[config.mk]
export PLATFORM = sky130hd
export DESIGN_NAME = prime_test_64bit_top
export DESIGN_NICKNAME = d
export VERILOG_FILES = /design/src/rtl/core/pt64_pkg.sv /design/src/rtl/core/pt64_rem.sv /design/src/rtl/core/pt64_mulmod.sv /design/src/rtl/core/prime_test_64bit_top.sv
export SDC_FILE = /design/constraint.sdc
export NUM_CORES = 2
export LEC_CHECK = 0
export ABC_CLOCK_PERIOD_IN_PS = 10090
export CAP_MARGIN = 15
export CORE_UTILIZATION = 40
export CTS_CLUSTER_SIZE = 8
export DETAILED_ROUTE_END_ITERATION = 8
export DONT_BUFFER_PORTS = 1
export PLACE_DENSITY_LB_ADDON = 0.15
export SLEW_MARGIN = 20
export SYNTH_ARGS = -nofsm -noshare
export SYNTH_HDL_FRONTEND = slang
export SYNTH_SLANG_ARGS = --single-unit
[constraint.sdc]
create_clock -name clk_i -period 10.09 [get_ports clk_i]
set_input_delay 1.5135 -clock clk_i [delete_from_list [all_inputs] [get_ports clk_i]]
set_output_delay 1.5135 -clock clk_i [all_outputs]
set_load 0.02 [all_outputs]
[src/rtl/core/pt64_pkg.sv]
// Shared types and constants for the 64-bit primality tester.
package pt64_pkg;

  localparam int unsigned W = 64;
  localparam int unsigned NumSmall = 25;
  localparam int unsigned NumMr = 7;

  typedef enum logic [2:0] {
    VERD_PRIME   = 3'd0,
    VERD_BELOW2  = 3'd1,
    VERD_SMALL   = 3'd2,
    VERD_FERMAT  = 3'd3,
    VERD_MR      = 3'd4
  } verdict_e;

  typedef enum logic [3:0] {
    ST_IDLE,
    ST_TRIAL,
    ST_TRIAL_WAIT,
    ST_BASE,
    ST_BASE_RED,
    ST_POW_SQ,
    ST_POW_SQ_WAIT,
    ST_POW_MUL,
    ST_POW_MUL_WAIT,
    ST_EVAL,
    ST_MR_SQ,
    ST_MR_SQ_WAIT,
    ST_DONE
  } state_e;

  typedef struct packed {
    logic start;
    logic busy;
  } mm_ctl_t;

  function automatic logic [6:0] small_prime(input logic [4:0] idx);
    logic [6:0] p;
    case (idx)
      5'd0: p = 7'd2;    5'd1: p = 7'd3;    5'd2: p = 7'd5;    5'd3: p = 7'd7;
      5'd4: p = 7'd11;   5'd5: p = 7'd13;   5'd6: p = 7'd17;   5'd7: p = 7'd19;
      5'd8: p = 7'd23;   5'd9: p = 7'd29;   5'd10: p = 7'd31;  5'd11: p = 7'd37;
      5'd12: p = 7'd41;  5'd13: p = 7'd43;  5'd14: p = 7'd47;  5'd15: p = 7'd53;
      5'd16: p = 7'd59;  5'd17: p = 7'd61;  5'd18: p = 7'd67;  5'd19: p = 7'd71;
      5'd20: p = 7'd73;  5'd21: p = 7'd79;  5'd22: p = 7'd83;  5'd23: p = 7'd89;
      5'd24: p = 7'd97;
      default: p = 7'd2;
    endcase
    return p;
  endfunction

  // Bases 0..1 are Fermat, 2..8 Miller-Rabin.
  function automatic logic [30:0] test_base(input logic [3:0] idx);
    logic [30:0] b;
    case (idx)
      4'd0: b = 31'd2;
      4'd1: b = 31'd3;
      4'd2: b = 31'd2;
      4'd3: b = 31'd325;
      4'd4: b = 31'd9375;
      4'd5: b = 31'd28178;
      4'd6: b = 31'd450775;
      4'd7: b = 31'd9780504;
      4'd8: b = 31'd1795265022;
      default: b = 31'd2;
    endcase
    return b;
  endfunction

endpackage

[src/rtl/core/pt64_rem.sv]
// Bit-serial remainder of a 64-bit value by a 7-bit divisor.
module pt64_rem (
  input  logic                    clk_i,
  input  logic                    rst_ni,
  input  pt64_pkg::mm_ctl_t       ctl_i,
  input  logic [pt64_pkg::W-1:0]  num_i,
  input  logic [6:0]              div_i,
  output logic                    busy_o,
  output logic                    zero_o
);
  logic [pt64_pkg::W-1:0] sh_q, sh_d;
  logic [6:0] r_q, r_d, div_q, div_d;
  logic [6:0] cnt_q, cnt_d;
  logic busy_q, busy_d;
  logic [7:0] t;

  always_comb begin
    sh_d = sh_q;
    r_d = r_q;
    div_d = div_q;
    cnt_d = cnt_q;
    busy_d = busy_q;
    t = {r_q, sh_q[pt64_pkg::W-1]};
    if (ctl_i.start) begin
      sh_d = num_i;
      r_d = '0;
      div_d = div_i;
      cnt_d = 7'(pt64_pkg::W);
      busy_d = 1'b1;
    end else if (busy_q) begin
      r_d = (t >= {1'b0, div_q}) ? 7'(t - {1'b0, div_q}) : t[6:0];
      sh_d = {sh_q[pt64_pkg::W-2:0], 1'b0};
      cnt_d = cnt_q - 7'd1;
      if (cnt_q == 7'd1) busy_d = 1'b0;
    end
  end

  always_ff @(posedge clk_i or negedge rst_ni) begin
    if (!rst_ni) begin
      busy_q <= 1'b0;
      cnt_q <= '0;
    end else begin
      busy_q <= busy_d;
      cnt_q <= cnt_d;
    end
  end

  always_ff @(posedge clk_i) begin
    sh_q <= sh_d;
    r_q <= r_d;
    div_q <= div_d;
  end

  assign busy_o = busy_q;
  assign zero_o = (r_q == 7'd0);

  a_cnt: assert property (@(posedge clk_i) disable iff (!rst_ni)
    busy_q |-> cnt_q != 7'd0) else $error("rem count lost");
  a_rng: assert property (@(posedge clk_i) disable iff (!rst_ni)
    (busy_q && !ctl_i.start && div_q != 7'd0) |=> r_q < div_q)
    else $error("rem out of range");
  a_end: assert property (@(posedge clk_i) disable iff (!rst_ni)
    (busy_q && cnt_q == 7'd1 && !ctl_i.start) |=> !busy_q)
    else $error("rem did not finish");
endmodule

[src/rtl/core/pt64_mulmod.sv]
// Bit-serial modular multiplier: a*b mod m by double and add, one bit of b per cycle.
module pt64_mulmod (
  input  logic                    clk_i,
  input  logic                    rst_ni,
  input  pt64_pkg::mm_ctl_t       ctl_i,
  input  logic [pt64_pkg::W-1:0]  a_i,
  input  logic [pt64_pkg::W-1:0]  b_i,
  input  logic [pt64_pkg::W-1:0]  m_i,
  output logic                    busy_o,
  output logic [pt64_pkg::W-1:0]  r_o
);
  localparam int unsigned W = pt64_pkg::W;
  logic [W-1:0] a_q, a_d, b_q, b_d, m_q, m_d, r_q, r_d;
  logic [6:0] cnt_q, cnt_d;
  logic busy_q, busy_d;
  logic [W:0] dbl, add;
  logic [W-1:0] r1;

  always_comb begin
    a_d = a_q;
    b_d = b_q;
    m_d = m_q;
    r_d = r_q;
    cnt_d = cnt_q;
    busy_d = busy_q;
    dbl = {r_q, 1'b0};
    r1 = (dbl >= {1'b0, m_q}) ? W'(dbl - {1'b0, m_q}) : dbl[W-1:0];
    add = {1'b0, r1} + {1'b0, a_q};
    if (ctl_i.start) begin
      a_d = a_i;
      b_d = b_i;
      m_d = m_i;
      r_d = '0;
      cnt_d = 7'(W);
      busy_d = 1'b1;
    end else if (busy_q) begin
      if (b_q[W-1]) begin
        r_d = (add >= {1'b0, m_q}) ? W'(add - {1'b0, m_q}) : add[W-1:0];
      end else begin
        r_d = r1;
      end
      b_d = {b_q[W-2:0], 1'b0};
      cnt_d = cnt_q - 7'd1;
      if (cnt_q == 7'd1) busy_d = 1'b0;
    end
  end

  always_ff @(posedge clk_i or negedge rst_ni) begin
    if (!rst_ni) begin
      busy_q <= 1'b0;
      cnt_q <= '0;
    end else begin
      busy_q <= busy_d;
      cnt_q <= cnt_d;
    end
  end

  always_ff @(posedge clk_i) begin
    a_q <= a_d;
    b_q <= b_d;
    m_q <= m_d;
    r_q <= r_d;
  end

  assign busy_o = busy_q;
  assign r_o = r_q;

  a_cnt: assert property (@(posedge clk_i) disable iff (!rst_ni)
    busy_q |-> cnt_q != 7'd0) else $error("mulmod count lost");
  a_fin: assert property (@(posedge clk_i) disable iff (!rst_ni)
    (busy_q && cnt_q == 7'd1 && !ctl_i.start) |=> !busy_q)
    else $error("mulmod did not finish");
  a_idle: assert property (@(posedge clk_i) disable iff (!rst_ni)
    (!busy_q && !ctl_i.start) |=> $stable(r_q)) else $error("mulmod result moved");
endmodule

[src/rtl/core/prime_test_64bit_top.sv]
// Top level of the deterministic 64-bit primality tester.
// Each remainder or product is computed bit-serially by its unit; trial
// division runs up to 25 remainders, each of the nine bases one reduction plus 128 products,
// and each Miller-Rabin base up to 62 more squarings.
// One item at a time; the next item is taken once the result has been delivered.
// Reset clears the sequencer and the output valid; no memory needs clearing.
module prime_test_64bit_top #(
  parameter int unsigned TRIAL_PRIMES = 25
) (
  input  logic        clk_i,
  input  logic        rst_ni,
  input  logic        valid_i,
  output logic        ready_o,
  input  logic [63:0] number_i,
  output logic        valid_o,
  input  logic        ready_i,
  output logic        is_prime_o,
  output logic [2:0]  verdict_o
);
  localparam int unsigned W = pt64_pkg::W;
  localparam int unsigned NTrial = (TRIAL_PRIMES > 25) ? 25 : TRIAL_PRIMES;

  pt64_pkg::state_e st_q, st_d;
  logic [W-1:0] n_q, n_d, nm1_q, nm1_d, x_q, x_d, a_q, a_d, e_q, e_d;
  logic [6:0] ecnt_q, ecnt_d, s_q, s_d, j_q, j_d;
  logic [4:0] pi_q, pi_d;
  logic [3:0] bi_q, bi_d;
  logic [2:0] verd_q, verd_d;
  logic ovalid_q, ovalid_d;

  pt64_pkg::mm_ctl_t mm_ctl, rem_ctl;
  logic [W-1:0] mm_a, mm_b, mm_m, mm_r;
  logic mm_busy, rem_busy, rem_zero;
  logic [6:0] tz;
  logic [W-1:0] dodd;

  pt64_rem u_rem (
    .clk_i, .rst_ni, .ctl_i(rem_ctl), .num_i(n_q),
    .div_i(pt64_pkg::small_prime(pi_q)), .busy_o(rem_busy), .zero_o(rem_zero)
  );

  pt64_mulmod u_mm (
    .clk_i, .rst_ni, .ctl_i(mm_ctl), .a_i(mm_a), .b_i(mm_b), .m_i(mm_m),
    .busy_o(mm_busy), .r_o(mm_r)
  );

  always_comb begin
    tz = '0;
    for (int k = W - 1; k >= 0; k--) begin
      if (nm1_q[k]) tz = 7'(k);
    end
    dodd = nm1_q >> tz;
  end

  always_comb begin
    st_d = st_q;
    n_d = n_q; nm1_d = nm1_q; x_d = x_q; a_d = a_q; e_d = e_q;
    ecnt_d = ecnt_q; s_d = s_q; j_d = j_q; pi_d = pi_q; bi_d = bi_q;
    verd_d = verd_q;
    ovalid_d = ovalid_q;
    case (st_q)
      pt64_pkg::ST_IDLE: begin
        if (valid_i) begin
          n_d = number_i;
          nm1_d = number_i - 64'd1;
          pi_d = '0;
          bi_d = '0;
          if (number_i < 64'd2) begin
            verd_d = pt64_pkg::VERD_BELOW2;
            st_d = pt64_pkg::ST_DONE;
          end else if (NTrial == 0) begin
            st_d = pt64_pkg::ST_BASE;
          end else begin
            st_d = pt64_pkg::ST_TRIAL;
          end
        end
      end
      pt64_pkg::ST_TRIAL: begin
        if (n_q == {57'd0, pt64_pkg::small_prime(pi_q)}) begin
          verd_d = pt64_pkg::VERD_PRIME;
          st_d = pt64_pkg::ST_DONE;
        end else begin
          st_d = pt64_pkg::ST_TRIAL_WAIT;
        end
      end
      pt64_pkg::ST_TRIAL_WAIT: begin
        if (!rem_busy) begin
          if (rem_zero) begin
            verd_d = pt64_pkg::VERD_SMALL;
            st_d = pt64_pkg::ST_DONE;
          end else if (32'(pi_q) == NTrial - 1) begin
            st_d = pt64_pkg::ST_BASE;
          end else begin
            pi_d = pi_q + 5'd1;
            st_d = pt64_pkg::ST_TRIAL;
          end
        end
      end
      pt64_pkg::ST_BASE: begin
        if (bi_q == 4'(2 + pt64_pkg::NumMr)) begin
          verd_d = pt64_pkg::VERD_PRIME;
          st_d = pt64_pkg::ST_DONE;
        end else begin
          s_d = tz;
          st_d = pt64_pkg::ST_BASE_RED;
        end
      end
      pt64_pkg::ST_BASE_RED: begin
        if (!mm_busy) begin
          if (mm_r == '0) begin
            bi_d = bi_q + 4'd1;
            st_d = pt64_pkg::ST_BASE;
          end else begin
            a_d = mm_r;
            x_d = 64'd1;
            e_d = (bi_q < 4'd2) ? nm1_q : dodd;
            ecnt_d = 7'(W);
            st_d = pt64_pkg::ST_POW_MUL;
          end
        end
      end
      pt64_pkg::ST_POW_MUL: begin
        st_d = pt64_pkg::ST_POW_MUL_WAIT;
      end
      pt64_pkg::ST_POW_MUL_WAIT: begin
        if (!mm_busy) begin
          if (e_q[0]) x_d = mm_r;
          st_d = pt64_pkg::ST_POW_SQ;
        end
      end
      pt64_pkg::ST_POW_SQ: begin
        st_d = pt64_pkg::ST_POW_SQ_WAIT;
      end
      pt64_pkg::ST_POW_SQ_WAIT: begin
        if (!mm_busy) begin
          a_d = mm_r;
          e_d = e_q >> 1;
          ecnt_d = ecnt_q - 7'd1;
          st_d = (ecnt_q == 7'd1) ? pt64_pkg::ST_EVAL : pt64_pkg::ST_POW_MUL;
        end
      end
      pt64_pkg::ST_EVAL: begin
        if (bi_q < 4'd2) begin
          if (x_q != 64'd1) begin
            verd_d = pt64_pkg::VERD_FERMAT;
            st_d = pt64_pkg::ST_DONE;
          end else begin
            bi_d = bi_q + 4'd1;
            st_d = pt64_pkg::ST_BASE;
          end
        end else if (x_q == 64'd1 || x_q == nm1_q) begin
          bi_d = bi_q + 4'd1;
          st_d = pt64_pkg::ST_BASE;
        end else begin
          j_d = 7'd1;
          st_d = pt64_pkg::ST_MR_SQ;
        end
      end
      pt64_pkg::ST_MR_SQ: begin
        if (j_q >= s_q) begin
          verd_d = pt64_pkg::VERD_MR;
          st_d = pt64_pkg::ST_DONE;
        end else begin
          st_d = pt64_pkg::ST_MR_SQ_WAIT;
        end
      end
      pt64_pkg::ST_MR_SQ_WAIT: begin
        if (!mm_busy) begin
          x_d = mm_r;
          j_d = j_q + 7'd1;
          if (mm_r == nm1_q) begin
            bi_d = bi_q + 4'd1;
            st_d = pt64_pkg::ST_BASE;
          end else begin
            st_d = pt64_pkg::ST_MR_SQ;
          end
        end
      end
      pt64_pkg::ST_DONE: begin
        ovalid_d = 1'b1;
        if (ovalid_q && ready_i) begin
          ovalid_d = 1'b0;
          st_d = pt64_pkg::ST_IDLE;
        end
      end
      default: st_d = pt64_pkg::ST_IDLE;
    endcase
  end

  always_comb begin
    rem_ctl = '0;
    mm_ctl = '0;
    mm_a = x_q;
    mm_b = a_q;
    mm_m = n_q;
    rem_ctl.start = (st_q == pt64_pkg::ST_TRIAL) &&
                    (n_q != {57'd0, pt64_pkg::small_prime(pi_q)});
    rem_ctl.busy = rem_busy;
    case (st_q)
      pt64_pkg::ST_BASE: begin
        // base mod n as 1 * base mod n
        mm_a = 64'd1;
        mm_b = {33'd0, pt64_pkg::test_base(bi_q)};
        mm_ctl.start = (bi_q != 4'(2 + pt64_pkg::NumMr)) && (n_q > 64'd1);
      end
      pt64_pkg::ST_POW_MUL: begin
        mm_ctl.start = 1'b1;
      end
      pt64_pkg::ST_POW_SQ: begin
        mm_a = a_q;
        mm_ctl.start = 1'b1;
      end
      pt64_pkg::ST_MR_SQ: begin
        mm_b = x_q;
        mm_ctl.start = (j_q < s_q);
      end
      default: ;
    endcase
    mm_ctl.busy = mm_busy;
  end

  always_ff @(posedge clk_i or negedge rst_ni) begin
    if (!rst_ni) begin
      st_q <= pt64_pkg::ST_IDLE;
      ovalid_q <= 1'b0;
    end else begin
      st_q <= st_d;
      ovalid_q <= ovalid_d;
    end
  end

  always_ff @(posedge clk_i) begin
    n_q <= n_d; nm1_q <= nm1_d; x_q <= x_d; a_q <= a_d; e_q <= e_d;
    ecnt_q <= ecnt_d; s_q <= s_d; j_q <= j_d; pi_q <= pi_d; bi_q <= bi_d;
    verd_q <= verd_d;
  end

  assign ready_o = (st_q == pt64_pkg::ST_IDLE);
  assign valid_o = ovalid_q;
  assign verdict_o = verd_q;
  assign is_prime_o = (verd_q == pt64_pkg::VERD_PRIME);

  a_ovalid: assert property (@(posedge clk_i) disable iff (!rst_ni)
    valid_o |-> st_q == pt64_pkg::ST_DONE) else $error("result outside done");
  a_hold: assert property (@(posedge clk_i) disable iff (!rst_ni)
    (valid_o && !ready_i) |=> valid_o && $stable(verdict_o)) else $error("result dropped");
  a_code: assert property (@(posedge clk_i) disable iff (!rst_ni)
    valid_o |-> verdict_o <= pt64_pkg::VERD_MR) else $error("bad verdict");
  a_excl: assert property (@(posedge clk_i) disable iff (!rst_ni)
    !(mm_busy && rem_busy)) else $error("units overlap");
endmodule
==> results.md <==
- Ys async rst share: about 2.9%
- Most frequent cell after synthesis: edfxtp_1
- Buffers plus inverters on the worst setup path: 5
- Layout cells sized above 1: 10.84%
- F_max: roughly 100 MHz
- Via count: 42563
- Synth Instances: ~5000
- Slowest cell on the critical path: ha_1
- Synth warn: 0
- MaxCap Viol Count: 0
- Clock buffer depth: 3
- Switching share of power: 21.00%
- Post-DR vias/cell: ~6.4
- Final number of setup-violating endpoints: 0
- Synth top area share: 37.78%
- Die height: 351.6 µm
- Mapped Area: roughly 0.05 mm²
- Post-CTS setup buffer count: 0
- HP Class: primary input to asynchronous set/reset pin
- PostCTS Resize Cnt: 0
- Top delay family on crit path: compound AO/OA/AOI/OAI gates
- Worst Setup SP: u_mm.m_q[11]
- Synth top cells by count: edfxtp_1, nor2_1, a21oi_1, nand2_1, xnor2_1
- Finished Core Util: approximately 45%
- Filler cell count: around 12000
- Slew Limit Fails: 0
- Critical path peak fanout: 20
- Distinct cells, synth: between 100 and 150
- Sw Pwr: 1386 µW
- P_int: 5215 µW
- PD cells: around 120 mW/mm²
- Clock Tree Root: clkbuf_16
- CTS HTree Levels: 3
- Worst setup SP type: register
- Post-DP Area: around 0.051 mm²
- Status: complete, no violations
- Max stage delay on crit path: between 0.4 and 0.5 ns
- DR pass1 iterations: 8
- Worst setup EP type: register
- Worst clock skew: about 0.032 ns
- ANT nets after route: 0
- Slew headroom: 25.20%
- Number of synthesized flops with an enable pin: 615
- WL final: 205.7 mm
- Final Wtd Congestion: about 1.0
- Worst EP arrival: roughly 10 ns
- Fin Setup TNS: 0 ns
- Drt wl/cell: a little over 30 µm
- Worst path required time: around 11 ns
- Fin crit period: ~9.6 ns
- Fin nets: roughly 5300
- Flops & latches, synth: 733
- First-pass GRT wire length: 290.4 mm
- P_leak: between 0.02 and 0.025 µW
- Final Instance Area: around 0.055 mm²
- Post-DP HPWL: between 150 and 200 mm
- Final Hold Fails: 0
- Starting DRC count in detailed routing: just under 6000
- Area delta synth->final: 11.66%
- Core area: 0.1206 mm²
- GRT Util Overall: between 30% and 40%
- Slew @ Worst Pin: approximately 1.1 ns
- Port Buffer Count: 0
- Row count: around 130
- Synth top area cells: edfxtp_1, ha_1, xnor2_1
- Largest area contributor in the netlist: edfxtp_1
- Vias in the first global route: 39750
- Post-synth net total: 5269
- Power share of the clock group: approximately 50%
- Register area share after synthesis: 42.83%
- Die width: 351.6 µm
- Max IR drop VDD: about 0.12 mV
- Post-CTS Hold Fix Bufs: 0
- Die ar.: ~0.12 mm²
- Starting Density: 40.53%
- CTS tree: yes
- Grt total ovfl: 0
- Ports: between 70 and 80
- Period utilization: 95.16%
- Flop pwr share: between 40% and 50%
- Reg2reg start: u_mm.m_q[11]
- Initial antenna violation count: 19
- Most used DFF post-synth: edfxtp_1
- Clock Latency Late Sink: 0.72 ns
- Pin count of the biggest net entering global routing: 94
- Drt drc: 0
- Avg Cell Area, Syn: 9.866 µm²
- Worst-path clk slew: 0.06 ns
- Num CTS Buffers: about 110
- Kind of critical path: register to register
- Num Clock Sinks: around 730
- Combinational power share: 0.3%
- Unrepaired setup endpoints after global routing: no
## power by group through the flow
stage	Clock, µW	Sequential (µW)	Combinational, µW
after global routing	3500	3240	20.5
after global placement	0	3310	18.0
after CTS	3390	3250	18.7
final	3330	3250	18.7
after floorplan	0	3310	14.1
after detailed placement	0	3310	18.6
## worst register-to-register path, delay by kind of cell (launching register included)
kind	cells	cell delay, ns
compound gates	13	3.22
xor+xnor	1	0.30
fa+ha+maj	3	1.09
buf+inv	5	1.12
flops	1	0.38
mux	2	0.78
simple gates	11	2.62
## worst paths after layout
check | to | slack [ns] | depth (start not counted)
worst max-delay path | u_mm.r_o[50] | 0.49 | 35
worst min-delay path | st_q[3] | 0.49 | 0
worst max register to register | u_mm.r_o[50] | 0.49 | 35
worst min register to register | u_mm.m_q[54] | 0.51 | 0
max in group asynchronous | u_mm.busy_o | 9.49 | 0
min in group clk_i | u_mm.m_q[54] | 0.51 | 0
## cell type report
class                   instances  area [µm²]  share of cell area (%)
multi-input cells            3758       26270                   48.13
flip-flops and latches        733       20940                   38.36
clock buffers                 148        2893                   5.301
well taps                    1612        2017                   3.696
repair buffers                202        1629                   2.985
inverters                     187       709.4                   1.300
clock inverters                11       107.6                  0.1972
diodes                          6       15.01                 0.02751
## routing by layer
| metal | part of all wire (%) | vias up | track usage (%) |
|---|---|---|---|
| met5 | 0.050 | - | 0 |
| li1 | - | 18731 | - |
| met1 | 42 | 20945 | 44.89 |
| met2 | 43 | 2402 | 48.59 |
| met3 | 9.4 | 476 | 6.303 |
| met4 | 5.9 | 9 | 17.05 |
## cell families (layout without fill, tap and decap cells)
family          count (synthesis)  count (layout)  share of synthesized area [%]
compound gates               1360            1361                          18.62
simple gates                 1454            1454                          14.54
flops                         733             733                          42.83
mux                           316             316                          6.940
buf+inv                       464             548                          3.883
fa+ha+maj                     247             247                          6.384
other cells                     0               6                              0
xor+xnor                      380             380                          6.809
## sequential cells by signal (all words and copies together), names as in the netlist, 64 cells and up, named ones only
name,flops
u_mm.b_q,64
a_q,64
x_q,64
u_mm.r_o,64
nm1_q,64
u_mm.a_q,64
mm_m,64
e_q,64
u_mm.m_q,64
u_rem.sh_q,64
## metrics by stage
step,hold slack [ns],worst slack [ns],power [µW],instances
after detailed placement,0.5035,0.07726,3326,6490
after global placement,0.4934,0.1657,3325,6490
after CTS,0.4397,0.01819,6653,6649
after global routing,0.4539,0.09766,6764,6651
final,0.4932,0.4880,6601,6657
after floorplan,0.4444,1.953,3321,4954
## cells in the final DEF, fill, tap and decap left out, types with 83 or more instances in the layout
cell type / n
a21o_1: 92
clkbuf_16: 108
inv_1: 180
nand4_1: 89
mux2_2: 140
o21ai_0: 209
dfxtp_1: 97
mux2i_1: 169
xnor2_1: 282
and2_1: 94
nand2_1: 284
edfxtp_1: 615
a21oi_1: 370
xor2_1: 98
buf_4: 193
nor3_1: 112
nand3_1: 83
ha_1: 243
nor2_1: 457
nor4_1: 104
No activity file was read; power rests on OpenSTA's default activity.
